<file path="src/rtl/cib_pkg.sv">
`default_nettype none
package cib_pkg;

	// Saturation limits of the size registers
	localparam int MAX_FRAME_WIDTH  = 128;
	localparam int MAX_FRAME_HEIGHT = 64;
	localparam int MAX_IMAGE_DIM    = 256;

	// Queue between front and back, and result queue
	localparam int MID_DEPTH = 4;
	localparam int MID_AW    = 2;
	localparam int OUT_DEPTH = 4;
	localparam int OUT_AW    = 2;

	// Configuration register indexes
	typedef enum logic [2:0] {
		REG_FRAME_WIDTH     = 3'd0,
		REG_FRAME_HEIGHT    = 3'd1,
		REG_SRC_WIDTH       = 3'd2,
		REG_SRC_HEIGHT      = 3'd3,
		REG_BYTES_PER_PIXEL = 3'd4,
		REG_DEST_X          = 3'd5,
		REG_DEST_Y          = 3'd6
	} reg_idx_t;

	// Pixel size codes that draw something
	localparam logic [2:0] BPP_GRAY = 3'd1;
	localparam logic [2:0] BPP_RGB  = 3'd3;
	localparam logic [2:0] BPP_RGBA = 3'd4;

	// Effective (saturated) configuration
	typedef struct packed {
		logic [7:0]        frame_width;
		logic [6:0]        frame_height;
		logic [8:0]        src_width;
		logic [8:0]        src_height;
		logic [2:0]        bytes_per_pixel;
		logic signed [9:0] dest_x;
		logic signed [9:0] dest_y;
	} cfg_t;

	// Assembled pixel handed from front to back
	typedef struct packed {
		logic [7:0]  col;
		logic [7:0]  row;
		logic [23:0] color;
		logic        last;
	} pix_t;

	// Handshake of the middle queue
	typedef struct packed {
		logic valid;
		pix_t head;
	} mid_t;

	// Clipped result
	typedef struct packed {
		logic [12:0] pixel_index;
		logic [23:0] color;
		logic        visible;
		logic        last_pixel;
	} res_t;

endpackage
`default_nettype wire

</file>
<file path="src/rtl/clipped_image_blit.sv">
// Path: a byte that completes a pixel is written to the middle queue, then to the
// clip stage register, then to the result queue, whose head drives the result ports.
// Throughput: one byte per cycle while full is low; one result per cycle while the
// result queue has room, bounded by the clip stage with its single 6x8 multiply.
// Reset: arst_n clears queues, counters and color holds and loads the register
// reset values at once; no clearing pass.
`default_nettype none
module clipped_image_blit (
	input  wire logic        clk,
	input  wire logic        arst_n,
	input  wire logic        cfg_we,
	input  wire logic [2:0]  cfg_index,
	input  wire logic [9:0]  cfg_wdata,
	input  wire logic        push,
	output logic             full,
	input  wire logic [7:0]  data_byte,
	output logic             empty,
	input  wire logic        pop,
	output logic [12:0]      pixel_index,
	output logic [23:0]      color,
	output logic             visible,
	output logic             last_pixel
);

	cib_pkg::cfg_t cfg;
	cib_pkg::mid_t mid;
	cib_pkg::res_t res;
	logic          mid_pop;

	cib_cfg u_cfg (
		.clk       (clk),
		.arst_n    (arst_n),
		.cfg_we    (cfg_we),
		.cfg_index (cfg_index),
		.cfg_wdata (cfg_wdata),
		.cfg       (cfg)
	);

	cib_front u_front (
		.clk       (clk),
		.arst_n    (arst_n),
		.cfg       (cfg),
		.push      (push),
		.full      (full),
		.data_byte (data_byte),
		.mid_pop   (mid_pop),
		.mid       (mid)
	);

	cib_back u_back (
		.clk     (clk),
		.arst_n  (arst_n),
		.cfg     (cfg),
		.mid     (mid),
		.mid_pop (mid_pop),
		.empty   (empty),
		.pop     (pop),
		.res     (res)
	);

	assign pixel_index = res.pixel_index;
	assign color       = res.color;
	assign visible     = res.visible;
	assign last_pixel  = res.last_pixel;

	// Clipped pixels carry index zero
	a_invis_idx: assert property (@(posedge clk) disable iff (!arst_n)
		!empty && !visible |-> pixel_index == 13'd0)
		else $error("invisible beat with nonzero index");

	// Visible pixels land inside the frame buffer
	a_vis_range: assert property (@(posedge clk) disable iff (!arst_n)
		!empty && visible |-> 15'(pixel_index) <
			15'(cfg.frame_width) * 15'(cfg.frame_height))
		else $error("visible beat outside frame");

	// The middle queue never drains while the front side is still full
	a_mid_pop: assert property (@(posedge clk) disable iff (!arst_n)
		full |-> mid.valid)
		else $error("front full with empty middle queue");

endmodule
`default_nettype wire

</file>
<file path="src/rtl/cib_cfg.sv">
`default_nettype none
module cib_cfg (
	input  wire logic                clk,
	input  wire logic                arst_n,
	input  wire logic                cfg_we,
	input  wire logic [2:0]          cfg_index,
	input  wire logic [9:0]          cfg_wdata,
	output cib_pkg::cfg_t            cfg
);

	logic [7:0] frame_width_q;
	logic [6:0] frame_height_q;
	logic [8:0] src_width_q;
	logic [8:0] src_height_q;
	logic [2:0] bytes_per_pixel_q;
	logic [9:0] dest_x_q;
	logic [9:0] dest_y_q;

	// Register file, writes outside the list are dropped
	always_ff @(posedge clk or negedge arst_n) begin
		if (!arst_n) begin
			frame_width_q     <= 8'd128;
			frame_height_q    <= 7'd64;
			src_width_q       <= '0;
			src_height_q      <= '0;
			bytes_per_pixel_q <= 3'd3;
			dest_x_q          <= '0;
			dest_y_q          <= '0;
		end else if (cfg_we) begin
			unique case (cfg_index)
				cib_pkg::REG_FRAME_WIDTH:     frame_width_q     <= cfg_wdata[7:0];
				cib_pkg::REG_FRAME_HEIGHT:    frame_height_q    <= cfg_wdata[6:0];
				cib_pkg::REG_SRC_WIDTH:       src_width_q       <= cfg_wdata[8:0];
				cib_pkg::REG_SRC_HEIGHT:      src_height_q      <= cfg_wdata[8:0];
				cib_pkg::REG_BYTES_PER_PIXEL: bytes_per_pixel_q <= cfg_wdata[2:0];
				cib_pkg::REG_DEST_X:          dest_x_q          <= cfg_wdata;
				cib_pkg::REG_DEST_Y:          dest_y_q          <= cfg_wdata;
				default: ;
			endcase
		end
	end

	// Saturate sizes to the supported maxima
	always_comb begin
		cfg.frame_width = (frame_width_q > 8'(cib_pkg::MAX_FRAME_WIDTH)) ?
			8'(cib_pkg::MAX_FRAME_WIDTH) : frame_width_q;
		cfg.frame_height = (frame_height_q > 7'(cib_pkg::MAX_FRAME_HEIGHT)) ?
			7'(cib_pkg::MAX_FRAME_HEIGHT) : frame_height_q;
		cfg.src_width = (src_width_q > 9'(cib_pkg::MAX_IMAGE_DIM)) ?
			9'(cib_pkg::MAX_IMAGE_DIM) : src_width_q;
		cfg.src_height = (src_height_q > 9'(cib_pkg::MAX_IMAGE_DIM)) ?
			9'(cib_pkg::MAX_IMAGE_DIM) : src_height_q;
		cfg.bytes_per_pixel = bytes_per_pixel_q;
		cfg.dest_x = $signed(dest_x_q);
		cfg.dest_y = $signed(dest_y_q);
	end

endmodule
`default_nettype wire

</file>
<file path="src/rtl/cib_front.sv">
`default_nettype none
module cib_front (
	input  wire logic          clk,
	input  wire logic          arst_n,
	input  wire cib_pkg::cfg_t cfg,
	input  wire logic          push,
	output logic               full,
	input  wire logic [7:0]    data_byte,
	input  wire logic          mid_pop,
	output cib_pkg::mid_t      mid
);

	logic [1:0] chan_q;
	logic [7:0] col_q;
	logic [7:0] row_q;
	logic [7:0] red_q;
	logic [7:0] green_q;
	logic [7:0] blue_q;

	logic [1:0] chan_d;
	logic [7:0] red_d;
	logic [7:0] green_d;
	logic [7:0] blue_d;
	logic       done;
	logic       fmt_ok;
	logic       accept;
	logic       row_end;
	logic       last;
	logic [8:0] col_inc;
	logic [8:0] row_inc;
	logic       mid_push;

	cib_pkg::pix_t             mem_q [cib_pkg::MID_DEPTH];
	logic [cib_pkg::MID_AW-1:0] wr_ptr_q;
	logic [cib_pkg::MID_AW-1:0] rd_ptr_q;
	logic [cib_pkg::MID_AW:0]   count_q;

	assign fmt_ok = (cfg.bytes_per_pixel == cib_pkg::BPP_GRAY ||
		cfg.bytes_per_pixel == cib_pkg::BPP_RGB ||
		cfg.bytes_per_pixel == cib_pkg::BPP_RGBA) &&
		cfg.src_width != '0 && cfg.src_height != '0;
	assign full   = count_q == (cib_pkg::MID_AW+1)'(cib_pkg::MID_DEPTH);
	assign accept = push && !full;

	// Channel assembly
	always_comb begin
		red_d   = red_q;
		green_d = green_q;
		blue_d  = blue_q;
		chan_d  = chan_q;
		done    = 1'b0;
		if (cfg.bytes_per_pixel == cib_pkg::BPP_GRAY) begin
			red_d   = data_byte;
			green_d = data_byte;
			blue_d  = data_byte;
			chan_d  = '0;
			done    = 1'b1;
		end else begin
			case (chan_q)
				2'd0:    red_d   = data_byte;
				2'd1:    green_d = data_byte;
				2'd2:    blue_d  = data_byte;
				default: ;
			endcase
			if ({1'b0, chan_q} + 3'd1 < cfg.bytes_per_pixel) begin
				chan_d = chan_q + 2'd1;
			end else begin
				chan_d = '0;
				done   = 1'b1;
			end
		end
	end

	// Position bookkeeping; a counter past the size ends its row or column
	assign col_inc = {1'b0, col_q} + 9'd1;
	assign row_inc = {1'b0, row_q} + 9'd1;
	assign row_end = col_inc >= cfg.src_width;
	assign last    = row_end && row_inc >= cfg.src_height;

	always_ff @(posedge clk or negedge arst_n) begin
		if (!arst_n) begin
			chan_q  <= '0;
			col_q   <= '0;
			row_q   <= '0;
			red_q   <= '0;
			green_q <= '0;
			blue_q  <= '0;
		end else if (accept && fmt_ok) begin
			chan_q  <= chan_d;
			red_q   <= red_d;
			green_q <= green_d;
			blue_q  <= blue_d;
			if (done) begin
				if (row_end) begin
					col_q <= '0;
					row_q <= last ? 8'd0 : row_inc[7:0];
				end else begin
					col_q <= col_inc[7:0];
				end
			end
		end
	end

	// Middle queue
	assign mid_push = accept && fmt_ok && done;

	always_ff @(posedge clk) begin
		if (mid_push) begin
			mem_q[wr_ptr_q] <= '{col: col_q, row: row_q,
				color: {red_d, green_d, blue_d}, last: last};
		end
	end

	always_ff @(posedge clk or negedge arst_n) begin
		if (!arst_n) begin
			wr_ptr_q <= '0;
			rd_ptr_q <= '0;
			count_q  <= '0;
		end else begin
			if (mid_push) wr_ptr_q <= wr_ptr_q + 1'b1;
			if (mid_pop)  rd_ptr_q <= rd_ptr_q + 1'b1;
			count_q <= count_q + (cib_pkg::MID_AW+1)'(mid_push)
				- (cib_pkg::MID_AW+1)'(mid_pop);
		end
	end

	assign mid.valid = count_q != '0;
	assign mid.head  = mem_q[rd_ptr_q];

endmodule
`default_nettype wire

</file>
<file path="src/rtl/cib_back.sv">
`default_nettype none
module cib_back (
	input  wire logic          clk,
	input  wire logic          arst_n,
	input  wire cib_pkg::cfg_t cfg,
	input  wire cib_pkg::mid_t mid,
	output logic               mid_pop,
	output logic               empty,
	input  wire logic          pop,
	output cib_pkg::res_t      res
);

	logic signed [10:0] x;
	logic signed [10:0] y;
	logic               vis;
	logic [13:0]        prod;
	logic [12:0]        idx;

	cib_pkg::res_t res_s1;
	logic          valid_s1;
	logic          move_s1;
	logic          out_full;
	logic          out_pop;

	cib_pkg::res_t              mem_q [cib_pkg::OUT_DEPTH];
	logic [cib_pkg::OUT_AW-1:0] wr_ptr_q;
	logic [cib_pkg::OUT_AW-1:0] rd_ptr_q;
	logic [cib_pkg::OUT_AW:0]   count_q;

	// Place at destination and clip against the frame
	assign x   = 11'(cfg.dest_x) + $signed({3'b000, mid.head.col});
	assign y   = 11'(cfg.dest_y) + $signed({3'b000, mid.head.row});
	assign vis = !x[10] && !y[10] && x[9:0] < {2'b00, cfg.frame_width} &&
		y[9:0] < {3'b000, cfg.frame_height};
	assign prod = 14'(y[5:0]) * 14'(cfg.frame_width);
	assign idx  = vis ? 13'(prod + 14'(x[6:0])) : 13'd0;

	// Stage register
	assign move_s1 = valid_s1 && !out_full;
	assign mid_pop = mid.valid && (!valid_s1 || move_s1);

	always_ff @(posedge clk or negedge arst_n) begin
		if (!arst_n) begin
			valid_s1 <= 1'b0;
		end else if (mid_pop) begin
			valid_s1 <= 1'b1;
		end else if (move_s1) begin
			valid_s1 <= 1'b0;
		end
	end

	always_ff @(posedge clk) begin
		if (mid_pop) begin
			res_s1 <= '{pixel_index: idx, color: mid.head.color, visible: vis,
				last_pixel: mid.head.last};
		end
	end

	// Result queue
	assign out_full = count_q == (cib_pkg::OUT_AW+1)'(cib_pkg::OUT_DEPTH);
	assign empty    = count_q == '0;
	assign out_pop  = pop && !empty;

	always_ff @(posedge clk) begin
		if (move_s1) mem_q[wr_ptr_q] <= res_s1;
	end

	always_ff @(posedge clk or negedge arst_n) begin
		if (!arst_n) begin
			wr_ptr_q <= '0;
			rd_ptr_q <= '0;
			count_q  <= '0;
		end else begin
			if (move_s1) wr_ptr_q <= wr_ptr_q + 1'b1;
			if (out_pop) rd_ptr_q <= rd_ptr_q + 1'b1;
			count_q <= count_q + (cib_pkg::OUT_AW+1)'(move_s1)
				- (cib_pkg::OUT_AW+1)'(out_pop);
		end
	end

	assign res = mem_q[rd_ptr_q];

endmodule
`default_nettype wire
</file>
<file path="config.mk">
export PLATFORM = sky130hd
export DESIGN_NAME = clipped_image_blit
export DESIGN_NICKNAME = d
export VERILOG_FILES = /design/src/rtl/cib_pkg.sv /design/src/rtl/clipped_image_blit.sv /design/src/rtl/cib_cfg.sv /design/src/rtl/cib_front.sv /design/src/rtl/cib_back.sv
export SDC_FILE = /design/constraint.sdc
export NUM_CORES = 1
export LEC_CHECK = 0
export BUFFER_PORTS_ARGS = -buffer_cell sky130_fd_sc_hd__buf_2
export CAP_MARGIN = 30
export CORE_MARGIN = 1
export CORE_UTILIZATION = 63
export CTS_CLUSTER_SIZE = 14
export DETAILED_ROUTE_END_ITERATION = 8
export PLACE_DENSITY_LB_ADDON = 0.25
export SLEW_MARGIN = 25
export SYNTH_ARGS = -nofsm -noshare
export SYNTH_HDL_FRONTEND = slang
export SYNTH_SLANG_ARGS = --single-unit
</file>
<file path="constraint.sdc">
create_clock -name clk -period 11.98 [get_ports clk]
set_input_delay 1.198 -clock clk [delete_from_list [all_inputs] [get_ports clk]]
set_output_delay 1.198 -clock clk [all_outputs]
set_load 0.01 [all_outputs]
</file>
After elaboration in Yosys (flattened, before gate mapping)
Memories as Yosys holds them, arrays and structs flattened.
Index checks and enable logic that the tools add are counted.
Cells by class
  $add $sub $neg: 15
  multipliers: 1
  $lt $le $gt $ge: 9
  equality and inequality tests: 13
  mux-type cells: 22
  reduce and logical (&&, ||, !) cells: 37
Operator list (count)
  two-way mux 8 bit: 9
  adder 10 x 9 -> 11 bit: 2
  adder 8 x 1 -> 9 bit (second input constant): 2
  equality test 3 bit (second input constant): 6
  >= comparator 9 bit: 2
  greater-than comparator 9 bit (second input constant): 2
  two-way mux 9 bit: 2
  nonzero test 9 bit: 2
  AND reduction 2 bit: 8
  adder 13 x 7 -> 13 bit: 1
  multiplier 6 x 8 -> 13 bit: 1
  logical AND 1 bit: 12
  adder 2 x 1 -> 2 bit (second input constant): 5
  < comparator 10 x 7 -> 1 bit: 1
  < comparator 10 x 8 -> 1 bit: 1
  equality test 3 x 2 -> 1 bit (second input constant): 3
  greater-than comparator 8 bit (second input constant): 1
  two-way mux 1 bit: 8
  greater-than comparator 7 bit (second input constant): 1
  two-way mux 7 bit: 1
  adder 3 x 1 -> 3 bit: 2
  equality test 3 x 1 -> 1 bit (second input constant): 2
  zero test 1 bit: 6
  zero test 3 bit: 2
  11 further kinds: 15
Word-level totals
  register bits after elaboration: 152
  memory bits (writable): 320
  input bits: 26
  output and inout port bits: 41
  logic and storage cells: 123
  memories kept: 2
Memory list
  u_front.mem_q: depth 4, bits a word 41, rd ports 1, clocked after memory_dff 0, wr ports 1, RTL line cib_front.sv:33  | cib_pkg::pix_t mem_q [cib_pkg::MID_DEPTH];
  u_back.mem_q: depth 4, bits a word 39, rd ports 1, clocked after memory_dff 0, wr ports 1, RTL line cib_back.sv:25  | cib_pkg::res_t mem_q [cib_pkg::OUT_DEPTH];

Longest topological paths before layout
Gate-level depths: netlist of run 1.
  depth after elaboration: 9
  depth in mapped cells: 25
  mapped depth without buffers: 23

Hierarchy
From an unflattened synthesis of run 1, not the netlist that was laid out.
Second synthesis, totals
  cell total of the unflattened synthesis: 1307
  area total of the unflattened synthesis: 21528.1 um^2
Modules (own cells, without submodules)
  cib_back: times used 1, cells an instance 633, area each 10018.4 um^2, seq. area each 6055.8 um^2
  cib_front: times used 1, cells an instance 518, area each 9165.0 um^2, seq. area each 6150.9 um^2
  cib_cfg: times used 1, cells an instance 156, area each 2344.7 um^2, seq. area each 1406.3 um^2

Worst setup path before layout of run 1
OpenSTA, ideal clock, no wires.
  path kind: reg-to-reg
  start point: reg u_front.rd_ptr_q[0] in the netlist's numbering
  end point: reg u_back.res_s1[37] in the netlist's numbering, data pin
  library setup time: 270 ps
  data arrival time: 6520 ps
  required time: 11710 ps
  path slack: 5190 ps
  stages on the path, launching flop included: 24
  buffers on the path: 2
  period minus slack after synthesis: 6790 ps
  path through: dfrtp_1 > clkbuf_1 > buf_1 > mux4_2 > ha_1 > o21ai_0 > o21ai_0 > o21ai_0 > xnor2_1 > nand2_1 > fa_1 > fa_1 > inv_1 > fa_1 > inv_1 > fa_1 > inv_1 > ha_1 > nand2_1 > o211ai_1 > a2111oi_0 > o41ai_1 > xnor2_1 > nor3_1
Between the ends
  cells in the longest elaborated chain, start to end: 6
  elaborated cells on any way between the ends: 12
  classes of those cells: 3 x add/sub; 1 x mul; 2 x order compare; 5 x reduce/logical; 1 x memory
Ends and longest elaborated chain
  from (decl): RTL line cib_front.sv:35  | logic [cib_pkg::MID_AW-1:0] rd_ptr_q;
  from (signal assigned): RTL line cib_front.sv:121  | if (mid_pop) rd_ptr_q <= rd_ptr_q + 1'b1;
  memory (4 x 41 bit) (*)
  branches (longest 5 deep; another with multiplier 6 x 8 -> 13 bit)
  to (signal assigned): RTL line cib_back.sv:54  | res_s1 <= '{pixel_index: idx, color: mid.head.color, visible: vis,
  to (decl): RTL line cib_back.sv:19  | cib_pkg::res_t res_s1;
Every way passes the cells marked *.
A chain may end at the register's enable or synchronous reset.

Final worst setup path of run 1
  start point: reg u_front.rd_ptr_q[0] in the netlist's numbering
  end point: reg u_back.res_s1[36] in the netlist's numbering, data pin
Same word-level chain as after synthesis.

==> out/metrics.cfg, run 1 <==
[synthesis]
synth_area_per_cell_um2 = 16.42
yosys.area_share.xor_xnor_pct = 1.816
ys_seq_area_share_pct = 64.14
synth_edf_count = 359
synthMuxAreaShare_pct = 13.94
yosysWarnings = 0
synth_top_family_by_area = multiplexers
synthFlopType = edfxtp_1
synthSimpleGateAreaFrac_pct = 5.506
synth_fa_ha_area_share_pct = 8.795
syn_area_um2 = 21230
synth_cell_type_count = 64
async_reset_ff_share_pct = 23.94
syn-num-nets = 1449
syn_inst = 1293
ys_ff_latch = 472
synth_compound_area_share_pct = 3.743

[clocking]
hold_buffers = 0
cts_made_buffers = 46
cts_htree_levels = 2
cts_setup_buffers = 0
cts_sinks = 472
cts_tree = yes
clk_root_buffer_cell = clkbuf_16
cts_buffer_depth = 3
clock_latency_ns = 0.56
clk_pin_slew_ns = 0.06
cts.repair.resized = 0

[placement]
place_hpwl_um = 26710
post-place-ws_ns = 4.551
globalplace.congestion = 0.8687
io_buffers = 66

[die]
die_w_um = 185.6
die_y_um = 185.6
core_area_um2 = 32870
row_count = 66
io_pins = 67
start_util_pct = 64.58
dieArea_um2 = 34430

[worst_setup_path]
worst_path_max_delay_cell = buf_4
crit_chain = buf_4 > mux4_2 > ha_1 > o21ai_0 > o21ai_0 > o21ai_0 > xnor2_1 > nand2_1 > fa_1 > fa_1 > inv_1 > fa_1 > inv_1 > fa_1 > inv_1 > ha_1 > or4_1 > o221ai_1 > a21boi_0 > o21ai_0 > nor4b_1
required_ns = 12.29
worstSetupStartpointType = register
criticalPathCategory = register to register
critPathCaptureType = register
critPathMaxFanout = 43
worst-path-buf-inv = 4
slowest_delay_ns = 0.64
cp.arrival_ns = 7.72
crit_family = adder cells

[final_layout]
drive_above_1_share_pct = 25.38
utilization_pct = 72.25
fin_nets = 1548
n_antenna_cell = 0
areaGrowthSynthToFinish_pct = 11.88

[timing]
final.setup.worst_slack_ns = 4.565
fmax_ghz = 0.1349
rsz0062_at_grt = false
setup_violations = 0
period_share_pct = 61.89
period_minus_slack_ns = 7.415
finalClockSkew_ns = 0.01836
max-slew-margin-rel_pct = 36.72
slew_violations = 0
final_hold_viol_count = 0
tns_ns = 0
worstMarginPinSlew_ns = 0.9492

[routing]
antenna_left = 0
drt-initial-drc-count = 865
wl_per_cell_um = 22.67
routed_via_density = 6.085
dr.pass1.iters = 6
dr_total_vias = 11392
wl_um = 42440
drc = 0

[global_routing]
grt_pass1_vias = 11825
grt_pass1_wl_um = 65620
overflow = 0
grt_max_degree = 47
grt_usage_pct = 25.84
antenna_found_initial = 1

[outcome]
status = complete, no violations

[min_path]
min-delay-path-class = register to register

[job]
drv_cap = 0

cell usage after synthesis, drive strengths merged, types with 14 or more instances:
cell | number | area [um^2]
mux4 | 80 | 1802
xnor2 | 30 | 262.8
inv | 79 | 296.5
edfxtp | 359 | 10780
xor2 | 14 | 122.6
dfrtp | 109 | 2728
fa | 32 | 640.6
clkbuf | 19 | 71.32
ha | 98 | 1226
o21ai | 30 | 150.1
buf | 14 | 58.80
nor2 | 32 | 120.1
and2 | 17 | 108.9
nand3 | 18 | 90.09
nor2b | 14 | 87.58
nand2 | 84 | 315.3
a21oi | 20 | 100.1
nor3 | 19 | 100.1
mux2 | 101 | 1137
placed cells by master (no fill, tap or decap), types with 6 or more instances in the layout:
master | synthesis | routed
mux4_2 | 80 | 80
ha_1 | 98 | 98
xnor2_1 | 30 | 30
clkbuf_16 | 0 | 46
nor2_1 | 32 | 32
a21o_1 | 7 | 7
nor3b_1 | 7 | 7
xor2_1 | 14 | 14
clkbuf_1 | 19 | 12
mux2_2 | 101 | 101
nor3_1 | 18 | 18
nand2b_1 | 9 | 9
inv_1 | 78 | 78
nor2b_1 | 14 | 14
edfxtp_1 | 359 | 359
nor4_1 | 7 | 7
buf_4 | 0 | 12
o21a_1 | 7 | 7
nand3_1 | 18 | 18
nand2_1 | 84 | 84
fa_1 | 32 | 32
clkinv_2 | 0 | 12
buf_2 | 5 | 67
and2_1 | 16 | 12
a211oi_1 | 6 | 6
a21oi_1 | 20 | 20
o21ai_0 | 30 | 30
and3_1 | 10 | 6
dfrtp_1 | 109 | 107
final timing paths:
check / start / to / slack, ns / cells past startpoint
worst min-delay path: u_cfg.frame_width_q[4]$_DFFE_PN0P_ / u_cfg.frame_width_q[4]$_DFFE_PN0P_ / 0.50 / 1
worst min register to register: u_cfg.frame_width_q[4]$_DFFE_PN0P_ / u_cfg.frame_width_q[4]$_DFFE_PN0P_ / 0.50 / 1
worst max-delay path: u_front.rd_ptr_q[0]$_DFFE_PN0P_ / u_back.res_s1[36]$_SDFFCE_PN0P_ / 4.57 / 21
worst max register to register: u_front.rd_ptr_q[0]$_DFFE_PN0P_ / u_back.res_s1[36]$_SDFFCE_PN0P_ / 4.57 / 21
min in group asynchronous: arst_n / u_cfg.src_height_q[6]$_DFFE_PN0P_ / 0.60 / 1
max in group asynchronous: arst_n / u_cfg.bytes_per_pixel_q[1]$_DFFE_PN1P_ / 10.21 / 3
metrics by stage:
stage	area (um^2)	cells	hold WS, ns
2_1_floorplan	21230	1293	0.4587
3_3_place_gp	22080	1778	0.4680
3_5_place_dp	22200	1783	0.4873
4_1_cts	23730	1869	0.5016
5_1_grt	23750	1872	0.5166
6_report	23750	1872	0.4981
per-layer routing:
layer	part of all wire, %	track usage, %
met1	40	34.18
met2	51	44.78
met3	5.8	3.933
met4	2.3	7.344
met5	0	0
cell families after synthesis:
| kind of cell | count (synthesis) |
|---|---|
| DFF | 472 |
| and+or+nand+nor | 233 |
| muxes | 183 |
| adders and majority gates | 130 |
| AOI/OAI and AO/OA | 116 |
| buffers and inverters | 115 |
| xor gates and xnor gates | 44 |
final cells by class:
class | instances | area [um^2]
clock buffers | 63 | 1259
clock inverters | 23 | 267.8
fillers | 2046 | 9120
inverters | 82 | 307.8
multi-input cells | 706 | 7217
flip-flops and latches | 472 | 13620
well taps | 442 | 553.0
repair buffers | 84 | 526.8
sequential cells by signal (all words and copies together) (netlist names):
name	cells
u_back.count_q	3
u_back.mem_q	156
u_back.rd_ptr_q	2
u_back.res_s1	39
u_back.valid_s1	1
u_back.wr_ptr_q	2
u_cfg.bytes_per_pixel_q	3
u_cfg.dest_x_q	10
u_cfg.dest_y_q	10
u_cfg.frame_height_q	7
u_cfg.frame_width_q	8
u_cfg.src_height_q	9
u_cfg.src_width_q	9
u_front.blue_q	8
u_front.chan_q	2
u_front.col_q	8
u_front.count_q	3
u_front.green_q	8
u_front.mem_q	164
u_front.rd_ptr_q	2
u_front.red_q	8
u_front.row_q	8
u_front.wr_ptr_q	2
Power of run 1 is not shown: default switching activity piles up to over one toggle a cycle in this logic, so the estimate is an artifact.
==> run 2: changes to the inputs <==
--- a/config.mk
+++ b/config.mk
@@ -8,7 +8,7 @@
 export BUFFER_PORTS_ARGS = -buffer_cell sky130_fd_sc_hd__buf_2
 export CAP_MARGIN = 30
 export CORE_MARGIN = 1
-export CORE_UTILIZATION = 63
+export CORE_UTILIZATION = 62
 export CTS_CLUSTER_SIZE = 14
 export DETAILED_ROUTE_END_ITERATION = 8
 export PLACE_DENSITY_LB_ADDON = 0.25
==> constraint.sdc (replaced) <==
create_clock -name clk -period 7.25 [get_ports clk]
set_input_delay 0.725 -clock clk [delete_from_list [all_inputs] [get_ports clk]]
set_output_delay 0.725 -clock clk [all_outputs]
set_load 0.01 [all_outputs]
==> run 2 against run 1 <==
Against the previous run:
- sequential share of layout area is essentially flat
- via count shrank 1.2%
- highest routed layer unchanged
- maximum frequency is 10% higher
==> out/metrics.cfg, run 2 (same netlist as run 1, synthesis figures left out) <==
[worst_setup_path]
criticalPathCategory = register to register  ; unchanged
worstSetupStartpointType = register  ; unchanged
critPathCaptureType = register  ; unchanged
r2r_cells = 21  ; unchanged
r2r_setup_slack_ns = 0.53  ; was 4.57 ns
rr_startpoint = u_front.rd_ptr_q[0]$_DFFE_PN0P_  ; unchanged
worstReg2RegEnd = u_back.res_s1[37]$_SDFFCE_PN0P_  ; was u_back.res_s1[36]$_SDFFCE_PN0P_
cp.arrival_ns = 7.02  ; was 7.72 ns
required_ns = 7.54  ; was 12.29 ns
critPathMaxFanout = 8  ; was 43

[die]
io_pins = 67  ; unchanged
dieArea_um2 = 34980  ; was 34430 um^2
start_util_pct = 63.14  ; was 64.58%
die_y_um = 187.0  ; was 185.6 um
row_count = 67  ; was 66
core_area_um2 = 33620  ; was 32870 um^2
die_w_um = 187.0  ; was 185.6 um

[final_layout]
final_common_cell = edfxtp_1  ; unchanged
fin_nets = 1549  ; was 1548
final_cell_mix = edfxtp_1 (359), dfrtp_1 (107), mux2_2 (101)  ; unchanged
largestRegisters = u_front.mem_q: 164 flops, u_back.mem_q: 156 flops, u_back.res_s1: 39 flops  ; unchanged
areaGrowthSynthToFinish_pct = 11.80  ; was 11.88%
largest_register_ff_count = 164  ; unchanged
n_antenna_cell = 0  ; unchanged
drive_above_1_share_pct = 25.51  ; was 25.38%
max_flop_register = u_front.mem_q  ; unchanged

[clocking]
clock_latency_ns = 0.57  ; was 0.56 ns
cts_setup_buffers = 0  ; unchanged
cts_htree_levels = 2  ; unchanged
clk_root_buffer_cell = clkbuf_16  ; unchanged
cts_sinks = 472  ; unchanged
cts_made_buffers = 46  ; unchanged
cts_tree = yes  ; unchanged
clk_pin_slew_ns = 0.06  ; about the same
cts_buffer_depth = 3  ; unchanged
hold_buffers = 0  ; unchanged

[global_routing]
grt_pass1_wl_um = 64610  ; was 65620 um
grt_pass1_vias = 11794  ; was 11825
overflow = 0  ; unchanged
grt_max_degree = 53  ; was 47
antenna_found_initial = 2  ; was 1
grt_usage_pct = 24.27  ; was 25.84%

[timing]
final_hold_viol_count = 0  ; unchanged
max-slew-margin-rel_pct = 40.06  ; was 36.72%
fmax_ghz = 0.1488  ; was 0.1349 GHz
slew_violations = 0  ; unchanged
tns_ns = 0  ; unchanged
finalClockSkew_ns = 0.02515  ; was 0.01836 ns
period_share_pct = 92.73  ; was 61.89%
rsz0062_at_grt = false  ; unchanged
setup_violations = 0  ; unchanged
period_minus_slack_ns = 6.723  ; was 7.415 ns
worstMarginPinSlew_ns = 0.8942  ; was 0.9492 ns

[routing]
wl_per_cell_um = 21.92  ; was 22.67 um
route.met3.wl_um = 2111  ; was 2461 um
wl_um = 41180  ; was 42440 um
wl_met2_um = 20700  ; was 21840 um
highest_layer = met4  ; unchanged
drc = 0  ; unchanged
dr_total_vias = 11251  ; was 11392
antenna_left = 0  ; unchanged
met1Wirelength_um = 17430  ; was 17160 um
drt-initial-drc-count = 828  ; was 865
dr.pass1.iters = 5  ; was 6
routed_via_density = 5.988  ; was 6.085

[job]
drv_cap = 0  ; unchanged

[min_path]
min-delay-path-class = input port to async pin  ; was register to register

[placement]
globalplace.congestion = 0.8541  ; was 0.8687
io_buffers = 66  ; unchanged
place_hpwl_um = 25940  ; was 26710 um

[outcome]
status = complete, no violations  ; unchanged

==> run 2: cell types whose count changed in the layout (fill, tap and decap cells not counted), sizes merged <==
| cell | change |
|---|---|
| clkinvlp | -1 |
| clkbuf | -5 |
| buf | +2 |
| bufinv | -3 |
| inv | +1 |
| clkinv | +7 |
==> run 2: final cells by class <==
type                    count  area [um^2]
well taps                 448        560.5
clock inverters            27        240.2
fillers                  2119         9886
inverters                  82        307.8
multi-input cells         706         7231
clock buffers              59         1230
flip-flops and latches    472        13620
repair buffers             85        545.5
==> run 2: per-stage QoR <==
step	hold WS [ns]	setup WS (ns)	utilization, %	cells	cell area (um^2)
2_1_floorplan	0.4294	0.4601	-	1293	21230
3_3_place_gp	0.4678	0.6676	65.76	1786	22110
3_5_place_dp	0.4818	0.5384	66.17	1792	22250
4_1_cts	0.1191	0.4438	70.55	1878	23720
5_1_grt	0.1454	0.1184	70.59	1879	23730
6_report	0.1220	0.5274	70.59	1879	23730
==> run 2: what timing repair did <==
item                                    in CTS  in global routing
endpoints found under the setup margin       0                  1
hold endpoints to repair                     0                  0
resized for setup                            0                  1
==> run 2: per-layer routing <==
layer | vias to the layer above | track usage (%)
met1 | 5758 | 32.59
met3 | 72 | 4.071
met5 | - | 0
li1 | 5123 | -
met2 | 298 | 41.25
met4 | 0 | 7.062
==> run 2: critical path, cell delays in order, from the launching register on <==
cell and delay, ns:
dfrtp_2 0.50, mux4_2 0.55, ha_1 0.31, a211oi_1 0.42
o21ai_0 0.15, o21ai_0 0.20, xnor2_2 0.25, nand2_1 0.14
fa_1 0.53, fa_1 0.54, inv_1 0.05, fa_1 0.53
inv_1 0.06, fa_1 0.54, inv_1 0.05, ha_1 0.35
nand2_1 0.11, o211ai_1 0.12, a2111oi_0 0.59, o41ai_1 0.19
xnor2_1 0.19, nor3_1 0.06
==> run 2: worst max-delay path by stage <==
stage / start / endpoint / slack (ns) / depth (start not counted)
floorplan: u_front.rd_ptr_q[0]$_DFFE_PN0P_ / u_back.res_s1[37]$_SDFFCE_PN0P_ / 0.46 / 23
detailed placement: u_front.rd_ptr_q[0]$_DFFE_PN0P_ / u_back.res_s1[37]$_SDFFCE_PN0P_ / 0.54 / 21
CTS: u_front.rd_ptr_q[0]$_DFFE_PN0P_ / u_back.res_s1[37]$_SDFFCE_PN0P_ / 0.44 / 21
finish: u_front.rd_ptr_q[0]$_DFFE_PN0P_ / u_back.res_s1[37]$_SDFFCE_PN0P_ / 0.53 / 21
global route: u_front.rd_ptr_q[0]$_DFFE_PN0P_ / u_back.res_s1[37]$_SDFFCE_PN0P_ / 0.12 / 21
global placement: u_front.rd_ptr_q[0]$_DFFE_PN0P_ / u_back.res_s1[37]$_SDFFCE_PN0P_ / 0.67 / 21
Power of run 2 is left out for the same reason.
==> run 3: changes to the inputs <==
--- a/config.mk
+++ b/config.mk
@@ -11,7 +11,7 @@
 export CORE_UTILIZATION = 62
 export CTS_CLUSTER_SIZE = 14
 export DETAILED_ROUTE_END_ITERATION = 8
-export PLACE_DENSITY_LB_ADDON = 0.25
+export PLACE_DENSITY_LB_ADDON = 0.15
 export SLEW_MARGIN = 25
 export SYNTH_ARGS = -nofsm -noshare
 export SYNTH_HDL_FRONTEND = slang
==> run 3 against run 2 <==
Against the previous run:
- worst setup slack improved by 0.23 ns
- maximum frequency increased by 3.6%
- utilization about the same
- routed wire length fell by 2.2%
- global-route usage fell by 0.39 points
- sequential share of layout area barely moved
- critical path depth decreased by 2
- first-iteration DRC count decreased by 20%
- final cell count decreased by 0.11%
- register-to-register slack gained 0.23 ns
- worst hold slack better by 0.14 ns
- highest routed layer unchanged
==> out/metrics.cfg, run 3 (same netlist as run 1, synthesis figures left out) <==
[outcome]
status = complete, no violations  ; unchanged

[worst_setup_path]
r2r_cells = 19  ; was 21
critPathMaxFanout = 9  ; was 8
worstSetupStartpointType = register  ; unchanged
critPathCaptureType = register  ; unchanged
criticalPathCategory = register to register  ; unchanged
required_ns = 7.64  ; was 7.54 ns
cp.arrival_ns = 6.88  ; was 7.02 ns

[final_layout]
fin_nets = 1547  ; was 1549
drive_above_1_share_pct = 25.05  ; was 25.51%
utilization_pct = 70.61  ; was 70.59%
final_cell_mix = edfxtp_1 (359), dfrtp_1 (107), mux2_2 (101)  ; unchanged
areaGrowthSynthToFinish_pct = 11.83  ; was 11.80%
fill_cells = 2124  ; was 2119
n_antenna_cell = 0  ; unchanged
final_common_cell = edfxtp_1  ; unchanged
largestRegisters = u_front.mem_q: 164 flops, u_back.mem_q: 156 flops, u_back.res_s1: 39 flops  ; unchanged
largest_register_ff_count = 164  ; unchanged
max_flop_register = u_front.mem_q  ; unchanged

[clocking]
cts_setup_buffers = 0  ; unchanged
clock_latency_ns = 0.58  ; was 0.57 ns
cts.repair.resized = 0  ; unchanged
cts_tree = yes  ; unchanged
cts_buffer_depth = 3  ; unchanged
hold_buffers = 0  ; unchanged
clk_root_buffer_cell = clkbuf_16  ; unchanged
cts_made_buffers = 47  ; was 46
cts_sinks = 472  ; unchanged
cts_htree_levels = 2  ; unchanged
clk_pin_slew_ns = 0.06  ; about the same

[global_routing]
grt_pass1_vias = 11496  ; was 11794
grt_max_degree = 64  ; was 53
antenna_found_initial = 1  ; was 2
overflow = 0  ; unchanged
grt_pass1_wl_um = 63460  ; was 64610 um
grt_usage_pct = 23.88  ; was 24.27%

[routing]
route.met3.wl_um = 1921  ; was 2111 um
drc = 0  ; unchanged
dr_total_vias = 11185  ; was 11251
drt-initial-drc-count = 660  ; was 828
highest_layer = met4  ; unchanged
wl_per_cell_um = 21.45  ; was 21.92 um
antenna_left = 0  ; unchanged
wl_um = 40260  ; was 41180 um
routed_via_density = 5.959  ; was 5.988
wl_met2_um = 19780  ; was 20700 um
dr.pass1.iters = 5  ; unchanged
met1Wirelength_um = 17740  ; was 17430 um

[min_path]
min-delay-path-class = input port to async pin  ; unchanged

[die]
die_y_um = 187.0  ; unchanged
dieArea_um2 = 34980  ; unchanged
row_count = 67  ; unchanged
die_w_um = 187.0  ; unchanged
start_util_pct = 63.14  ; unchanged
core_area_um2 = 33620  ; unchanged
io_pins = 67  ; unchanged

[timing]
max-slew-margin-rel_pct = 33.29  ; was 40.06%
finalClockSkew_ns = 0.01718  ; was 0.02515 ns
tns_ns = 0  ; unchanged
worstMarginPinSlew_ns = 0.9970  ; was 0.8942 ns
slew_violations = 0  ; unchanged
rsz0062_at_grt = false  ; unchanged
period_minus_slack_ns = 6.489  ; was 6.723 ns
final.setup.worst_slack_ns = 0.7608  ; was 0.5274 ns
fmax_ghz = 0.1541  ; was 0.1488 GHz
period_share_pct = 89.51  ; was 92.73%
setup_violations = 0  ; unchanged
final_hold_viol_count = 0  ; unchanged

[placement]
post-place-ws_ns = 0.7392  ; was 0.5384 ns
place_hpwl_um = 25830  ; was 25940 um
io_buffers = 66  ; unchanged
globalplace.congestion = 0.8396  ; was 0.8541

[job]
drv_cap = 0  ; unchanged

## run 3: metrics by stage
| step | cell area (um^2) | std cells | hold slack (ns) |
|---|---|---|---|
| after global routing | 23740 | 1877 | 0.3245 |
| after floorplan | 21230 | 1293 | 0.4294 |
| after CTS | 23740 | 1877 | 0.2648 |
| after detailed placement | 22150 | 1790 | 0.4815 |
| after global placement | 22130 | 1789 | 0.4677 |
| final | 23740 | 1877 | 0.2641 |
## run 3: layout make-up
type                       count  area, um^2  area share (%)
clock inverter                17       227.7          0.9594
inverter                      82       307.8           1.297
timing repair buffer          82       450.4           1.898
clock buffer                  70        1363           5.740
sequential                   472       13620           57.36
multi-input combinational    706        7212           30.38
tap                          448       560.5           2.362
## run 3: worst paths after layout
check,startpoint,end,slack [ns]
setup / recovery,u_front.rd_ptr_q[0]$_DFFE_PN0P_,u_back.res_s1[36]$_SDFFCE_PN0P_,0.76
min in group clk,cfg_wdata[9],u_cfg.dest_x_q[9]$_DFFE_PN0P_,0.40
hold reg to reg,u_back.res_s1[13]$_DFFE_PP_,u_back.mem_q[1][13]$_DFFE_PP_,0.49
hold / removal,arst_n,u_cfg.src_height_q[4]$_DFFE_PN0P_,0.26
setup reg to reg,u_front.rd_ptr_q[0]$_DFFE_PN0P_,u_back.res_s1[36]$_SDFFCE_PN0P_,0.76
max in group asynchronous,arst_n,u_front.rd_ptr_q[0]$_DFFE_PN0P_,5.75
## run 3: per-layer routing
metal | GRT usage (%) | up-vias
met3 | 3.790 | 59
met4 | 7.282 | 0
li1 | - | 5105
met1 | 32.98 | 5740
met5 | 0 | -
met2 | 39.64 | 281
## run 3: worst max-delay path: stages (launching register included)
cell and delay [ns]:
dfrtp_2 0.54, mux4_2 0.57, ha_1 0.31, a211oi_1 0.37
o21ai_0 0.15, o21ai_0 0.16, xnor2_1 0.21, buf_4 0.20
nand2_1 0.08, fa_1 0.53, fa_1 0.53, fa_1 0.52
fa_1 0.54, inv_1 0.04, ha_1 0.22, or4_1 0.55
o221ai_1 0.24, a21boi_0 0.16, o21ai_0 0.16, nor4b_1 0.24
Power of run 3 is left out for the same reason.
